$ cat src/design/sbca_pkg.sv
// sbca_pkg: types and constants shared by the sprite blitter modules
// no dependencies; imported by every design and checker file
package sbca_pkg;

  localparam int SX_W      = 10;
  localparam int SY_W      = 9;
  localparam int FX_W      = SX_W + 1;
  localparam int FY_W      = SY_W + 1;
  localparam int PIX_W     = 16;
  localparam int ADDR_W    = 19;
  localparam int CFG_IDX_W = 3;
  localparam int CFG_DAT_W = 16;

  localparam logic [PIX_W-1:0] ALPHA_MASK = 16'hF000;

  // configuration register indexes
  localparam logic [CFG_IDX_W-1:0] CFG_SPRITE_X      = 3'd0;
  localparam logic [CFG_IDX_W-1:0] CFG_SPRITE_Y      = 3'd1;
  localparam logic [CFG_IDX_W-1:0] CFG_SPRITE_WIDTH  = 3'd2;
  localparam logic [CFG_IDX_W-1:0] CFG_SPRITE_HEIGHT = 3'd3;

  typedef struct packed {
    logic             start_req;
    logic [PIX_W-1:0] pixel;
  } sbca_in_t;

  typedef struct packed {
    logic [ADDR_W-1:0] write_address;
    logic [PIX_W-1:0]  write_pixel;
  } sbca_out_t;

  // classified draw job between front and back
  typedef struct packed {
    logic [FX_W-1:0]  fx;
    logic [FY_W-1:0]  fy;
    logic [PIX_W-1:0] pixel;
  } sbca_job_t;

endpackage

$ cat src/design/sbca_front.sv
// sbca_front: configuration registers, row/column counters and draw decision
// depends on sbca_pkg; pushes draw jobs into sbca_queue
module sbca_front #(
  parameter int FRAME_W = 640,
  parameter int FRAME_H = 480
) (
  input  logic                           clk,
  input  logic                           rst_n,
  input  logic                           cfg_valid,
  output logic                           cfg_ready,
  input  logic [sbca_pkg::CFG_IDX_W-1:0] cfg_index,
  input  logic [sbca_pkg::CFG_DAT_W-1:0] cfg_data,
  input  logic                           in_push,
  output logic                           in_full,
  input  sbca_pkg::sbca_in_t             in_data,
  output logic                           q_push,
  input  logic                           q_full,
  output sbca_pkg::sbca_job_t            q_data
);
  import sbca_pkg::*;

  logic [SX_W-1:0] sprite_x_r;
  logic [SY_W-1:0] sprite_y_r;
  logic [SX_W-1:0] sprite_width_r;
  logic [SY_W-1:0] sprite_height_r;
  logic [SX_W-1:0] col_r, col_nxt, col_cur;
  logic [SY_W-1:0] row_r, row_nxt, row_cur;
  logic [FX_W-1:0] fx, col_inc;
  logic [FY_W-1:0] fy, row_inc;
  logic            draw;
  logic            accept;

  assign cfg_ready = 1'b1;

  always_ff @(posedge clk) begin
    if (!rst_n) begin
      sprite_x_r      <= '0;
      sprite_y_r      <= '0;
      sprite_width_r  <= '0;
      sprite_height_r <= '0;
    end else if (cfg_valid) begin
      unique case (cfg_index)
        CFG_SPRITE_X:      sprite_x_r      <= cfg_data[SX_W-1:0];
        CFG_SPRITE_Y:      sprite_y_r      <= cfg_data[SY_W-1:0];
        CFG_SPRITE_WIDTH:  sprite_width_r  <= cfg_data[SX_W-1:0];
        CFG_SPRITE_HEIGHT: sprite_height_r <= cfg_data[SY_W-1:0];
        default: ;
      endcase
    end
  end

  always_comb begin
    col_cur = in_data.start_req ? '0 : col_r;
    row_cur = in_data.start_req ? '0 : row_r;
    fx      = {1'b0, sprite_x_r} + {1'b0, col_cur};
    fy      = {1'b0, sprite_y_r} + {1'b0, row_cur};
    draw    = (col_cur < sprite_width_r) && (row_cur < sprite_height_r) &&
              (32'(fx) < 32'(FRAME_W)) && (32'(fy) < 32'(FRAME_H)) &&
              ((in_data.pixel & ALPHA_MASK) != '0);

    col_inc = {1'b0, col_cur} + FX_W'(1);
    row_inc = {1'b0, row_cur} + FY_W'(1);
    if (col_inc >= {1'b0, sprite_width_r}) begin
      col_nxt = '0;
      row_nxt = (row_inc >= {1'b0, sprite_height_r}) ? '0 : row_inc[SY_W-1:0];
    end else begin
      col_nxt = col_inc[SX_W-1:0];
      row_nxt = row_cur;
    end
  end

  assign accept = in_push && !q_full;
  assign in_full = q_full;
  // transparent and clipped pixels only move the counters
  assign q_push = accept && draw;
  assign q_data = '{fx: fx, fy: fy, pixel: in_data.pixel};

  always_ff @(posedge clk) begin
    if (!rst_n) begin
      col_r <= '0;
      row_r <= '0;
    end else if (accept) begin
      col_r <= col_nxt;
      row_r <= row_nxt;
    end
  end

endmodule

$ cat src/design/sbca_queue.sv
// sbca_queue: small register queue of draw jobs between front and back
// depends on sbca_pkg for the job type
module sbca_queue #(
  parameter int DEPTH = 4
) (
  input  logic                clk,
  input  logic                rst_n,
  input  logic                push,
  output logic                full,
  input  sbca_pkg::sbca_job_t wr_data,
  input  logic                pop,
  output logic                empty,
  output sbca_pkg::sbca_job_t rd_data
);
  import sbca_pkg::*;

  localparam int PTR_W = (DEPTH > 1) ? $clog2(DEPTH) : 1;
  localparam int CNT_W = $clog2(DEPTH + 1);

  sbca_job_t        mem_r [DEPTH];
  logic [PTR_W-1:0] wr_ptr_r, rd_ptr_r;
  logic [CNT_W-1:0] count_r;
  logic             do_push, do_pop;

  assign full    = (count_r == CNT_W'(DEPTH));
  assign empty   = (count_r == '0);
  assign do_push = push && !full;
  assign do_pop  = pop && !empty;
  assign rd_data = mem_r[rd_ptr_r];

  always_ff @(posedge clk) begin
    if (do_push) begin
      mem_r[wr_ptr_r] <= wr_data;
    end
  end

  always_ff @(posedge clk) begin
    if (!rst_n) begin
      wr_ptr_r <= '0;
      rd_ptr_r <= '0;
      count_r  <= '0;
    end else begin
      if (do_push) begin
        wr_ptr_r <= (wr_ptr_r == PTR_W'(DEPTH - 1)) ? '0 : wr_ptr_r + PTR_W'(1);
      end
      if (do_pop) begin
        rd_ptr_r <= (rd_ptr_r == PTR_W'(DEPTH - 1)) ? '0 : rd_ptr_r + PTR_W'(1);
      end
      case ({do_push, do_pop})
        2'b10:   count_r <= count_r + CNT_W'(1);
        2'b01:   count_r <= count_r - CNT_W'(1);
        default: ;
      endcase
    end
  end

endmodule

$ cat src/design/sbca_back.sv
// sbca_back: forms the frame-buffer address and holds the result word
// depends on sbca_pkg; drains sbca_queue
module sbca_back #(
  parameter int FRAME_W = 640
) (
  input  logic                clk,
  input  logic                rst_n,
  output logic                q_pop,
  input  logic                q_empty,
  input  sbca_pkg::sbca_job_t q_data,
  output logic                out_empty,
  input  logic                out_pop,
  output sbca_pkg::sbca_out_t out_data
);
  import sbca_pkg::*;

  localparam int FW_W = $clog2(FRAME_W + 1);
  localparam int AW   = (FY_W + FW_W + 1 > ADDR_W) ? FY_W + FW_W + 1 : ADDR_W;

  logic          out_valid_r;
  sbca_out_t     out_data_r;
  logic [AW-1:0] addr_full;

  // take a new job whenever the result slot is free or being taken
  assign q_pop = !q_empty && (!out_valid_r || out_pop);

  assign addr_full = AW'(q_data.fy) * AW'(FRAME_W) + AW'(q_data.fx);

  always_ff @(posedge clk) begin
    if (!rst_n) begin
      out_valid_r <= 1'b0;
    end else if (q_pop) begin
      out_valid_r <= 1'b1;
    end else if (out_pop) begin
      out_valid_r <= 1'b0;
    end
  end

  always_ff @(posedge clk) begin
    if (q_pop) begin
      out_data_r.write_address <= addr_full[ADDR_W-1:0];
      out_data_r.write_pixel   <= q_data.pixel;
    end
  end

  assign out_empty = !out_valid_r;
  assign out_data  = out_data_r;

endmodule

$ cat src/design/sprite_blit_clip_alpha.sv
// sprite_blit_clip_alpha: top level of the sprite blitter
// depends on sbca_pkg, sbca_front, sbca_queue, sbca_back
//
// Usage:
//   cfg channel (cfg_valid/cfg_ready, cfg_index, cfg_data) writes sprite_x,
//   sprite_y, sprite_width and sprite_height at indexes 0..3; cfg_ready is
//   always high. Write only while no pixel is in flight.
//   Input side is a queue write port: a word (start_req, pixel) is taken on
//   a clock edge with in_push high and in_full low. start_req marks the first
//   pixel of a sprite; pixels follow in row-major order.
//   Output side is a queue read port: while out_empty is low, out_data holds
//   the oldest frame-buffer write (write_address, write_pixel); out_pop takes it.
//   Transparent pixels and pixels outside the sprite or frame give no word.
// Throughput: one pixel per cycle while in_full is low, set by the counter update in
//   the front end and one address multiply-add in the back end.
// Path: a drawn pixel is written into the job queue, then into the registered out_data.
// Stall: when out_pop stays low the result is held, the job queue fills
//   (QUEUE_DEPTH jobs) and in_full rises; dropped pixels pass while it has room.
// Reset (rst_n low, synchronous): configuration registers and counters clear, the job
//   queue and the result slot empty; no clearing pass is needed.
module sprite_blit_clip_alpha #(
  parameter int FRAME_W     = 640,
  parameter int FRAME_H     = 480,
  parameter int QUEUE_DEPTH = 4
) (
  input  logic                           clk,
  input  logic                           rst_n,
  input  logic                           cfg_valid,
  output logic                           cfg_ready,
  input  logic [sbca_pkg::CFG_IDX_W-1:0] cfg_index,
  input  logic [sbca_pkg::CFG_DAT_W-1:0] cfg_data,
  input  logic                           in_push,
  output logic                           in_full,
  input  sbca_pkg::sbca_in_t             in_data,
  output logic                           out_empty,
  input  logic                           out_pop,
  output sbca_pkg::sbca_out_t            out_data
);
  import sbca_pkg::*;

  logic      q_push, q_full, q_pop, q_empty;
  sbca_job_t q_wr_data, q_rd_data;

  sbca_front #(
    .FRAME_W (FRAME_W),
    .FRAME_H (FRAME_H)
  ) u_front (
    .clk       (clk),
    .rst_n     (rst_n),
    .cfg_valid (cfg_valid),
    .cfg_ready (cfg_ready),
    .cfg_index (cfg_index),
    .cfg_data  (cfg_data),
    .in_push   (in_push),
    .in_full   (in_full),
    .in_data   (in_data),
    .q_push    (q_push),
    .q_full    (q_full),
    .q_data    (q_wr_data)
  );

  sbca_queue #(
    .DEPTH (QUEUE_DEPTH)
  ) u_queue (
    .clk     (clk),
    .rst_n   (rst_n),
    .push    (q_push),
    .full    (q_full),
    .wr_data (q_wr_data),
    .pop     (q_pop),
    .empty   (q_empty),
    .rd_data (q_rd_data)
  );

  sbca_back #(
    .FRAME_W (FRAME_W)
  ) u_back (
    .clk       (clk),
    .rst_n     (rst_n),
    .q_pop     (q_pop),
    .q_empty   (q_empty),
    .q_data    (q_rd_data),
    .out_empty (out_empty),
    .out_pop   (out_pop),
    .out_data  (out_data)
  );

endmodule

$ cat config.mk
export PLATFORM = sky130hd
export DESIGN_NAME = sprite_blit_clip_alpha
export DESIGN_NICKNAME = d
export VERILOG_FILES = /design/src/design/sbca_pkg.sv /design/src/design/sbca_front.sv /design/src/design/sbca_queue.sv /design/src/design/sbca_back.sv /design/src/design/sprite_blit_clip_alpha.sv
export SDC_FILE = /design/constraint.sdc
export NUM_CORES = 1
export LEC_CHECK = 0
export ABC_AREA = 1
export BUFFER_PORTS_ARGS = -buffer_cell sky130_fd_sc_hd__buf_2
export CORE_AREA = 2 2 153 155
export DETAILED_ROUTE_END_ITERATION = 16
export DIE_AREA = 0 0 155 157
export PLACE_DENSITY_LB_ADDON = 0.2
export SLEW_MARGIN = 20
export SYNTH_ARGS = -nofsm -noshare
export SYNTH_HDL_FRONTEND = slang
export SYNTH_SLANG_ARGS = --single-unit
export TNS_END_PERCENT = 30
$ cat constraint.sdc
create_clock -name clk -period 4.6 [get_ports clk]
set_input_delay 0.23 -clock clk [delete_from_list [all_inputs] [get_ports clk]]
set_output_delay 0.23 -clock clk [all_outputs]
set_load 0.02 [all_outputs]
=== After elaboration in Yosys (flattened, before gate mapping) ===
Memories as Yosys holds them, arrays and structs flattened. A register that Yosys moved wholly into a read port is not among the register bits.
Index checks and enable logic that the tools add are counted.

* Flip-flop bits (word level): 100
* Bits in latches: 0
* Memory bits (writable): 148
* Bits in read-only memories: 0
* Word-level logic and storage cells: 73
* Memories: 1

* Add/subtract/negate cells: 9
* Multiply operators: 1
* Divide/modulo/power cells: 0
* $lt $le $gt $ge: 6
* Eq/ne operators: 8
* Shift-type cells: 0
* Mux-type cells: 14
* Bitwise logic cells: 0
* Reduce and logical (&&, ||, !) cells: 22

{| class="wikitable"
|+ Memory list
! memory !! depth !! bits a word !! rd ports !! clocked after Yosys merged registers in !! write ports !! RTL line !! source
|-
| u_queue.mem_r || 4 || 37 || 1 || 1 || 1 || sbca_queue.sv:20 || <nowiki>sbca_job_t mem_r [DEPTH];</nowiki>
|}

{| class="wikitable"
|+ Operators by type and width
! operator !! number
|-
| two-way mux 9 bit || 3
|-
| two-way mux 10 bit || 2
|-
| adder 19 x 11 -> 19 bit || 1
|-
| nonzero test 16 bit || 1
|-
| multiplier 10 x 3 -> 12 bit, second input constant || 1
|-
| adder 10 x 1 -> 11 bit, second input constant || 1
|-
| adder 10 x 10 -> 11 bit || 1
|-
| >= comparator 11 x 10 -> 1 bit || 1
|-
| < comparator 11 x 10 -> 1 bit, second input constant || 1
|-
| adder 9 x 1 -> 10 bit, second input constant || 1
|-
| adder 9 x 9 -> 10 bit || 1
|-
| >= comparator 10 x 9 -> 1 bit || 1
|-
| < comparator 10 bit || 1
|-
| < comparator 10 x 9 -> 1 bit, second input constant || 1
|-
| logical AND 1 bit || 9
|-
| < comparator 9 bit || 1
|-
| two-way mux 2 bit || 4
|-
| AND reduction 2 bit || 4
|-
| equality test 2 bit, second input constant || 3
|-
| equality test 3 x 2 -> 1 bit, second input constant || 2
|-
| logical NOT 3 bit || 2
|-
| case mux 3 bit (2 select lines) || 1
|-
| adder 2 x 1 -> 2 bit, second input constant || 2
|-
| two-way mux 1 bit || 4
|-
| other kinds (8) || 11
|}

=== Depth between registers and ports, before layout ===
Gate-level depths: netlist (run 1).

* Word-level depth: 10
* Mapped depth: 26
* Gate-level depth less buffers: 25

=== Cells and area by module ===
Synthesis (run 1) repeated with hierarchy kept, for this count alone.

* Cell total of the unflattened synthesis: 1333
* Area, all modules: 12565.8 um^2

{| class="wikitable"
|+ By module, submodules not included
! module !! times used !! cells each !! area each (um^2)
|-
| sbca_queue || 1 || 429 || 5983.2
|-
| sbca_front || 1 || 720 || 4649.5
|-
| sbca_back || 1 || 184 || 1933.1
|}

=== Worst setup path after synthesis (run 1) ===
OpenSTA, ideal clock, no wires.

* Path type: input-to-reg
* Start: in in_data[16] (netlist bit)
* End: mem u_queue.mem_r[0][0] (netlist bit), enable pin
* Arrival time: 3.606 ns
* Data required time: 4.169 ns
* Path slack: 0.563 ns
* Stages on the path: 13
* Path buffers: 2
* Path through: buf_6 -> clkbuf_1 -> nor2_1 -> ha_1 -> a21oi_1 -> inv_1 -> a21oi_1 -> o21ai_0 -> nor2_1 -> inv_1 -> nor3_2 -> nand3_2 -> nor2_1

{| class="wikitable"
|+ RTL lines
! what !! RTL line !! source
|-
| from (decl) || sprite_blit_clip_alpha.sv:34 || <nowiki>input sbca_pkg::sbca_in_t in_data,</nowiki>
|-
| to (decl) || sbca_queue.sv:20 ||
|}

==> results of run 1 <==
layout make-up:
cell class | instances | area share
inverter | 150 | 0.0406
sequential | 250 | 0.491
clock inverter | 13 | 0.00719
multi-input combinational | 801 | 0.337
clock buffer | 35 | 0.0538
timing repair buffer | 99 | 0.0446
tap | 285 | 0.0256
power by group:
group	internal, uW	switching [uW]	leakage [uW]
sequential	2950	113	0.00223
combinational	1200	2190	0.00304
clock	1200	860	0.000421
cells in the final DEF, fill, tap and decap left out, drive strengths merged, types with 9 or more instances in the layout:
cell and instances:
xnor2 9, edfxtp 183, clkinv 11, o22ai 35, clkbuf 35, nand4 16, a21oi 87, nor3 11
nor2 147, dlygate4sd3 17, inv 150, nand3 60, o21ai 129, buf 82, nand2 166, xor2 28
ha 80, dfxtp 67
cell usage after synthesis (14+ instances only):
master / count
a21oi_1: 87
xor2_1: 28
inv_1: 147
nand4_1: 14
edfxtp_1: 183
clkbuf_1: 38
o22ai_1: 35
ha_1: 80
dfxtp_1: 67
nand2_1: 162
nand3_1: 56
nor2_1: 141
o21ai_0: 126
sequential cells by signal, indices dropped and copies added (netlist names), 2 cells and up, named ones only:
signal and cells:
u_back.out_data 35, u_queue.rd_ptr_r 2, u_queue.mem_r 148, u_front.sprite_width_r 10, u_queue.wr_ptr_r 2, u_front.row_r 9, u_front.sprite_y_r 9, u_queue.count_r 3
u_front.sprite_height_r 9, u_front.col_r 10, u_front.sprite_x_r 10
timing repair:
action                    4_1_cts  5_1_grt
hold buffers                   17        0
hold endpoints to repair       65        0
gates resized for setup         0        0
routing by layer:
layer | vias up | wire length (um) | track usage
met5 | - | 0 | 0
met4 | 0 | 629 | 0.0635
met3 | 47 | 1560 | 0.0350
met2 | 248 | 11700 | 0.361
met1 | 4028 | 11400 | 0.280
li1 | 4452 | - | -
per-stage QoR:
| stage | std cells | instance area [sq um] | worst slack (ns) | utilization | total power (uW) |
|---|---|---|---|---|---|
| after floorplan | 1243 | 12200 | 0.563 | - | 5680 |
| after global placement | 1568 | 12900 | 0.739 | 0.573 | 6420 |
| after detailed placement | 1568 | 12900 | 0.728 | 0.573 | 6500 |
| after CTS | 1633 | 13900 | 0.820 | 0.619 | 8580 |
| after global routing | 1633 | 13900 | 0.504 | 0.619 | 9140 |
| final | 1633 | 13900 | 0.864 | 0.619 | 8510 |
cell families after synthesis:
| logic type | after synthesis | synth area share |
|---|---|---|
| AO/OA/AOI/OAI | 275 | 0.121 |
| other | 1 | 0.000307 |
| flip-flops | 250 | 0.559 |
| XOR/XNOR | 37 | 0.0265 |
| AND/OR/NAND/NOR | 405 | 0.145 |
| adder cells (fa/ha/maj) | 83 | 0.0868 |
| buffers and inverters | 192 | 0.0610 |
worst max-delay path by stage:
stage | from | endpoint | slack (ns) | depth (start not counted)
2_1_floorplan | in_data[16] | u_queue.mem_r[0][0] | 0.56 | 13
3_3_place_gp | in_data[16] | u_queue.count_r[2] | 0.74 | 23
3_5_place_dp | in_data[16] | u_queue.count_r[2] | 0.73 | 23
4_1_cts | flop | u_back.out_data[33] | 0.82 | 13
5_1_grt | flop | u_back.out_data[33] | 0.50 | 13
6_report | u_front.row_r[2] | u_queue.count_r[2] | 0.86 | 17
worst max-delay path, stage by stage (launching register included):
cell and delay [ns]:
dfxtp_1 0.33, inv_1 0.05, nor2_1 0.39, ha_1 0.39
inv_1 0.08, o21ai_1 0.09, a21oi_1 0.22, o21ai_0 0.12
nor2_1 0.15, inv_1 0.12, nor3_2 0.20, nand3_2 0.30
ha_1 0.35, fa_1 0.39, a21oi_1 0.14, o21a_1 0.14
o21ai_0 0.07, a21oi_1 0.14
==> metrics.md, run 1 <==
| Metric | Value |
|---|---|
| Outcome | complete, no violations |
| PwrDens | 612 nW/um^2 |
| Mapped cell area | 12200 sq um |
| Clock buffer depth | 3 |
| CP Max Fanout | 5 |
| Setup TNS | 0 ns |
| Clock latency on the worst-skew pair | 0.54 ns |
| Min-Delay Endpoint | u_front.sprite_y_r[7] |
| Synth warn | 0 |
| Layout cells sized above 1 | 0.113 |
| Asr flop ratio synth | 0 |
| Crit path arrival time | 4.20 ns |
| Area delta synth->final | 13.8% |
| Synthesized area per cell | 9.84 sq um |
| Ports | 79 |
| Drt via density | 5.37 |
| Worst hold start | cfg_data[7] |
| Port Buffers | 71 |
| FF-to-FF End | u_queue.count_r[2] |
| # clock sinks | 250 |
| Synthesized instance count | 1243 |
| Worst vdd ir | 0.624 mV |
| Final Slew Violations | 0 |
| Die height | 157 um |
| First-pass GRT wire length | 41300 um |
| Die area | 24300 sq um |
| Core area | 22500 sq um |
| Worst hold slack | 0.0479 ns |
| Multi-input gate area | 4690 sq um |
| Initial antenna violation count | 1 |
| Die Span X | 155 um |
| CTS buffer count | 26 |
| Vias in the first global route | 8309 |
| Dominant synthesized flop cell | edfxtp_1 |
| N_diodes | 0 |
| Rel. slew slack | 0.492 |
| Residual DRC | 0 |
| FP Rows | 55 |
| R2R Path Start | u_front.row_r[2] |
| Setup-failing EPs final | 0 |
| Initial Utilization | 0.543 |
| Worst Reg-to-Reg Cells | 17 |
| Sequential cell area | 6840 sq um |
| Synth area leader | edfxtp_1 |
| Setup bufs post-CTS | 0 |
| Synth unique cells | 50 |
| GRT Total Usage | 0.212 |
| Hold Path Class | input pin to flop |
| Synth top area share | 0.449 |
| Static Leak | 0.00569 uW |
| Sequential area share after synthesis | 0.559 |
| Synthesized flop and latch total | 250 |
| Period utilization | 0.812 |
| Iter 0 DRT Violations | 589 |
| Wire per inst | 15.5 um |
| Synth area leaders | edfxtp_1 45%, dfxtp_1 11%, ha_1 8.2%, o21ai_0 5.2%, nand2_1 5.0% |
| Hpwl dp | 16600 um |
| CTS tree | built |
| Gpl congestion | 0.881 |
| Htree depth | 1 |
| Number of synthesized flops with an enable pin | 183 |
| Vias | 8775 |
| Worst slew pin tran | 0.762 ns |
| Setup Skew | 0.0170 ns |
| Root Driver | clkbuf_16 |
| Layout net count | 1452 |
| Grt total ovfl | 0 |
| Final wirelength | 25300 um |
| WP data required | 5.06 ns |
| F_max | 0.268 GHz |
| Final Hold Viols | 0 |
| Post-route ant nets | 0 |
| Reg2reg setup slack | 0.86 ns |
| Setup crit end kind | flop |
| RSZ-0062 raised after global routing | false |
| Post-Syn Nets | 1367 |
| Largest net degree at the start of global routing | 53 |
| Hold path depth | 3 |
| Type of the worst setup path | flop to flop |
| Final min period | 3.74 ns |
| Clock-pin slew on the worst setup and hold paths | 0.06 ns |
| Filler cells | 1857 |
| Max capacitance violation total | 0 |
| Total iterations of the first detailed-routing run | 7 |
| Worst setup SP type | flop |
(Power assumes the default switching activity.)
==> inputs of run 2 (changes only) <==
--- a/config.mk
+++ b/config.mk
@@ -5,11 +5,11 @@
 export SDC_FILE = /design/constraint.sdc
 export NUM_CORES = 1
 export LEC_CHECK = 0
-export ABC_AREA = 1
+export ABC_AREA = 0
 export BUFFER_PORTS_ARGS = -buffer_cell sky130_fd_sc_hd__buf_2
-export CORE_AREA = 2 2 153 155
+export CORE_AREA = 2 2 150 152
 export DETAILED_ROUTE_END_ITERATION = 16
-export DIE_AREA = 0 0 155 157
+export DIE_AREA = 0 0 152 154
 export PLACE_DENSITY_LB_ADDON = 0.2
 export SLEW_MARGIN = 20
 export SYNTH_ARGS = -nofsm -noshare
==> constraint.sdc (replaced) <==
create_clock -name clk -period 3.53 [get_ports clk]
set_input_delay 0.1765 -clock clk [delete_from_list [all_inputs] [get_ports clk]]
set_output_delay 0.1765 -clock clk [all_outputs]
set_load 0.02 [all_outputs]
==> metrics.md, run 2 <==
| Metric | Value |
|---|---|
| DR WL met3 | 1120 um (-28%) |
| Worst vdd ir | 0.381 mV (-39%) |
| Mapped cell area | 11900 sq um (-2.9%) |
| Synth unique cells | 63 (+26%) |
| Setup-failing EPs final | 0 (unchanged) |
| Synth warn | 0 (unchanged) |
| Residual DRC | 0 (unchanged) |
| Clock buffer depth | 3 (unchanged) |
| Crit path buffers/inverters | 0 (-3) |
| Tot Pwr | 9080 uW (+6.7%) |
| Wire per inst | 17.5 um (+13%) |
| Core area | 21700 sq um (-3.6%) |
| Drt via density | 5.55 (+3.3%) |
| Max reg flops | 148 (unchanged) |
| Die area | 23400 sq um (-3.8%) |
| Top cells by instance count after synthesis | 183 x edfxtp_1, 111 x nand2_1, 80 x ha_1, 77 x a21oi_1, 67 x dfxtp_1 |
| Post-route ant nets | 0 (unchanged) |
| Synth top area share | 0.463 (+0.0135) |
| Commonest non-fill, non-tap cells in the layout | 183 x edfxtp_1, 111 x nand2_1, 74 x a21oi_1, 74 x ha_1, 71 x buf_2 |
| Period utilization | 0.974 (+0.162) |
| Hold Path Class | input pin to flop |
| NetSw | 2780 uW (-12%) |
| Rel. slew slack | 0.394 (-0.0979) |
| Synthesized instance count | 929 (-25%) |
| Final Slew Violations | 0 (unchanged) |
| Critical Path, Cell by Cell | nor2b_4 -> ha_4 -> nor4bb_1 -> o41a_1 -> o211ai_1 -> a21oi_2 -> a2111oi_4 -> nand2_1 -> a2111o_1 -> ha_2 -> fa_2 -> xnor2_1 -> or3_1 -> a21oi_1 |
| Dominant synthesized flop cell | edfxtp_1 |
| CTS tree | built |
| Clock latency on the worst-skew pair | 0.54 ns (about the same) |
| Clock share of power | 0.280 (+0.038) |
| Largest delay share family, worst path | compound AO/OA/AOI/OAI gates |
| Outcome | complete, no violations |
| Inst Count DP | 1313 (-16%) |
| FP Rows | 54 (-1.8%) |
| CP max-delay cell | o41a_1 |
| Initial Utilization | 0.547 (+0.00396) |
| WP data required | 3.99 ns (-1.07 ns) |
| Sequential area share after synthesis | 0.576 (+0.0168) |
| Asr flop ratio synth | 0 (unchanged) |
| Grt total ovfl | 0 (unchanged) |
| Initial antenna violation count | 1 (unchanged) |
| Max layer used | met4 |
| CP Max Fanout | 3 (-2) |
| Static Leak | 0.00540 uW (-5.1%) |
| CTS buffer count | 26 (unchanged) |
| Die Span X | 152 um (-1.9%) |
| Synth area leader | edfxtp_1 |
| Vias | 7716 (-12%) |
| Htree depth | 1 (unchanged) |
| Met2 WL post-DR | 12100 um (+2.7%) |
| N_diodes | 0 (unchanged) |
| Largest Register | u_queue.mem_r |
| Final Util | 0.661 (+0.0424) |
| Sw Ratio | 0.306 (-0.0654) |
| WL met1 | 10700 um (-6.2%) |
| Final wirelength | 24400 um (-3.6%) |
| Synth area leaders | edfxtp_1 46%, dfxtp_1 11%, ha_1 8.4%, mux4_2 7.0%, nand2_1 3.5% |
| Largest net degree at the start of global routing | 38 (-28%) |
| Number of synthesized flops with an enable pin | 183 (unchanged) |
| Clock-pin slew on the worst setup and hold paths | 0.06 ns (about the same) |
| Synthesized flop and latch total | 250 (unchanged) |
| Iter 0 DRT Violations | 485 (-18%) |
| Sequential power share | 0.414 (+0.054) |
| F_max | 0.291 GHz (+8.7%) |
| Synthesized area per cell | 12.8 sq um (+30%) |
| Max capacitance violation total | 0 (unchanged) |
| # clock sinks | 250 (unchanged) |
| Worst slew pin tran | 0.908 ns (+0.146 ns) |
| Area delta synth->final | 20.8% |
| Final min period | 3.44 ns (-0.298 ns) |
| Crit path arrival time | 3.89 ns (-0.31 ns) |
| RSZ-0062 raised after global routing | true |
| Layout net count | 1214 (-16%) |
| Worst setup SP type | flop |
| Ports | 79 (unchanged) |
| Setup Skew | 0.0124 ns (-0.00466 ns) |
| GRT Total Usage | 0.208 (-0.00338) |
| Post-Syn Nets | 1053 (-23%) |
| Type of the worst setup path | flop to flop |
| Layout cells sized above 1 | 0.235 (+0.122) |
| First-pass GRT wire length | 39000 um (-5.5%) |
| Port Buffers | 71 (unchanged) |
| Worst hold slack | 0.0267 ns (-0.0212 ns) |
| Vias in the first global route | 7681 (-7.6%) |
| Total iterations of the first detailed-routing run | 5 (-2) |
| Die height | 154 um (-1.9%) |
| PwrDens | 634 nW/um^2 (+3.6%) |
| Gpl congestion | 0.823 (-6.7%) |
| Non-filler cells, final | 1390 (-15%) |
| Most common cell after layout, fill and taps aside | edfxtp_1 |
| Internal power | 6300 uW (+18%) |
| Comb power frac | 0.306 (-0.092) |
| Setup crit end kind | flop |
| Count leader, synth | edfxtp_1 |
| Hpwl dp | 16800 um (+1.1%) |
| Final Hold Viols | 0 (unchanged) |
| CP max stage delay | 0.42 ns (+0.03 ns) |
| Root Driver | clkbuf_16 |
==> run 2: worst paths after layout <==
check / start / end / slack, ns / cells after the start
setup / recovery: u_front.row_r[2] / u_queue.count_r[2] / 0.09 / 14
hold / removal: out_pop / u_back.out_valid_r / 0.03 / 4
setup reg to reg: u_front.row_r[2] / u_queue.count_r[2] / 0.09 / 14
hold reg to reg: u_front.sprite_height_r[2] / u_front.sprite_height_r[2] / 0.45 / 2
==> run 2: power groups by stage <==
stage | combinational [uW] | clock [uW] | sequential, uW
2_1_floorplan | 1760 | 0 | 4060
3_3_place_gp | 2660 | 0 | 3810
3_5_place_dp | 2710 | 0 | 3820
4_1_cts | 2770 | 2590 | 3760
5_1_grt | 3080 | 2700 | 3790
6_report | 2780 | 2550 | 3760
==> run 2: layout make-up <==
class | count | area (sq um)
Clock buffer | 36 | 729
Timing Repair Buffer | 171 | 1250
Fill cell | 1604 | 7350
Inverter | 44 | 165
Clock inverter | 12 | 73.8
Multi-Input combinational cell | 597 | 4920
Sequential cell | 250 | 6840
Tap cell | 280 | 350
==> run 2: timing repair <==
item,4_1_cts,5_1_grt
endpoints found under the hold margin,102,0
pin swaps,7,3
endpoints found under the setup margin,1,9
buffers inserted,2,1
gates resized for setup,7,9
hold buffers,26,0
==> run 2: per-stage QoR <==
| stage | setup TNS [ns] | setup WS, ns | area, sq um |
|---|---|---|---|
| global route | -0.0646 | -0.0521 | 14300 |
| global placement | -0.00138 | -0.00138 | 13200 |
| floorplan | -0.388 | -0.171 | 12000 |
| finish | 0 | 0.0915 | 14300 |
| CTS | 0 | 0.00221 | 14300 |
| detailed placement | -0.0815 | -0.0815 | 13200 |
==> run 2: worst min-delay path: stages <==
cell     delay [ns]
buf_2          0.07
inv_1          0.10
nand2_1        0.10
a21oi_1        0.06
==> run 2: kinds of logic after synthesis <==
logic type      synth area share
xor+xnor                  0.0347
compound gates            0.0919
flops                      0.576
mux                       0.0771
other cells             0.000316
fa+ha+maj                 0.0894
buf+inv                   0.0271
simple gates               0.104
==> run 2: routing by layer <==
layer,global-route usage,up-vias
li1,-,3778
met1,0.269,3708
met4,0.0543,0
met5,0,-
met3,0.0338,47
met2,0.368,183
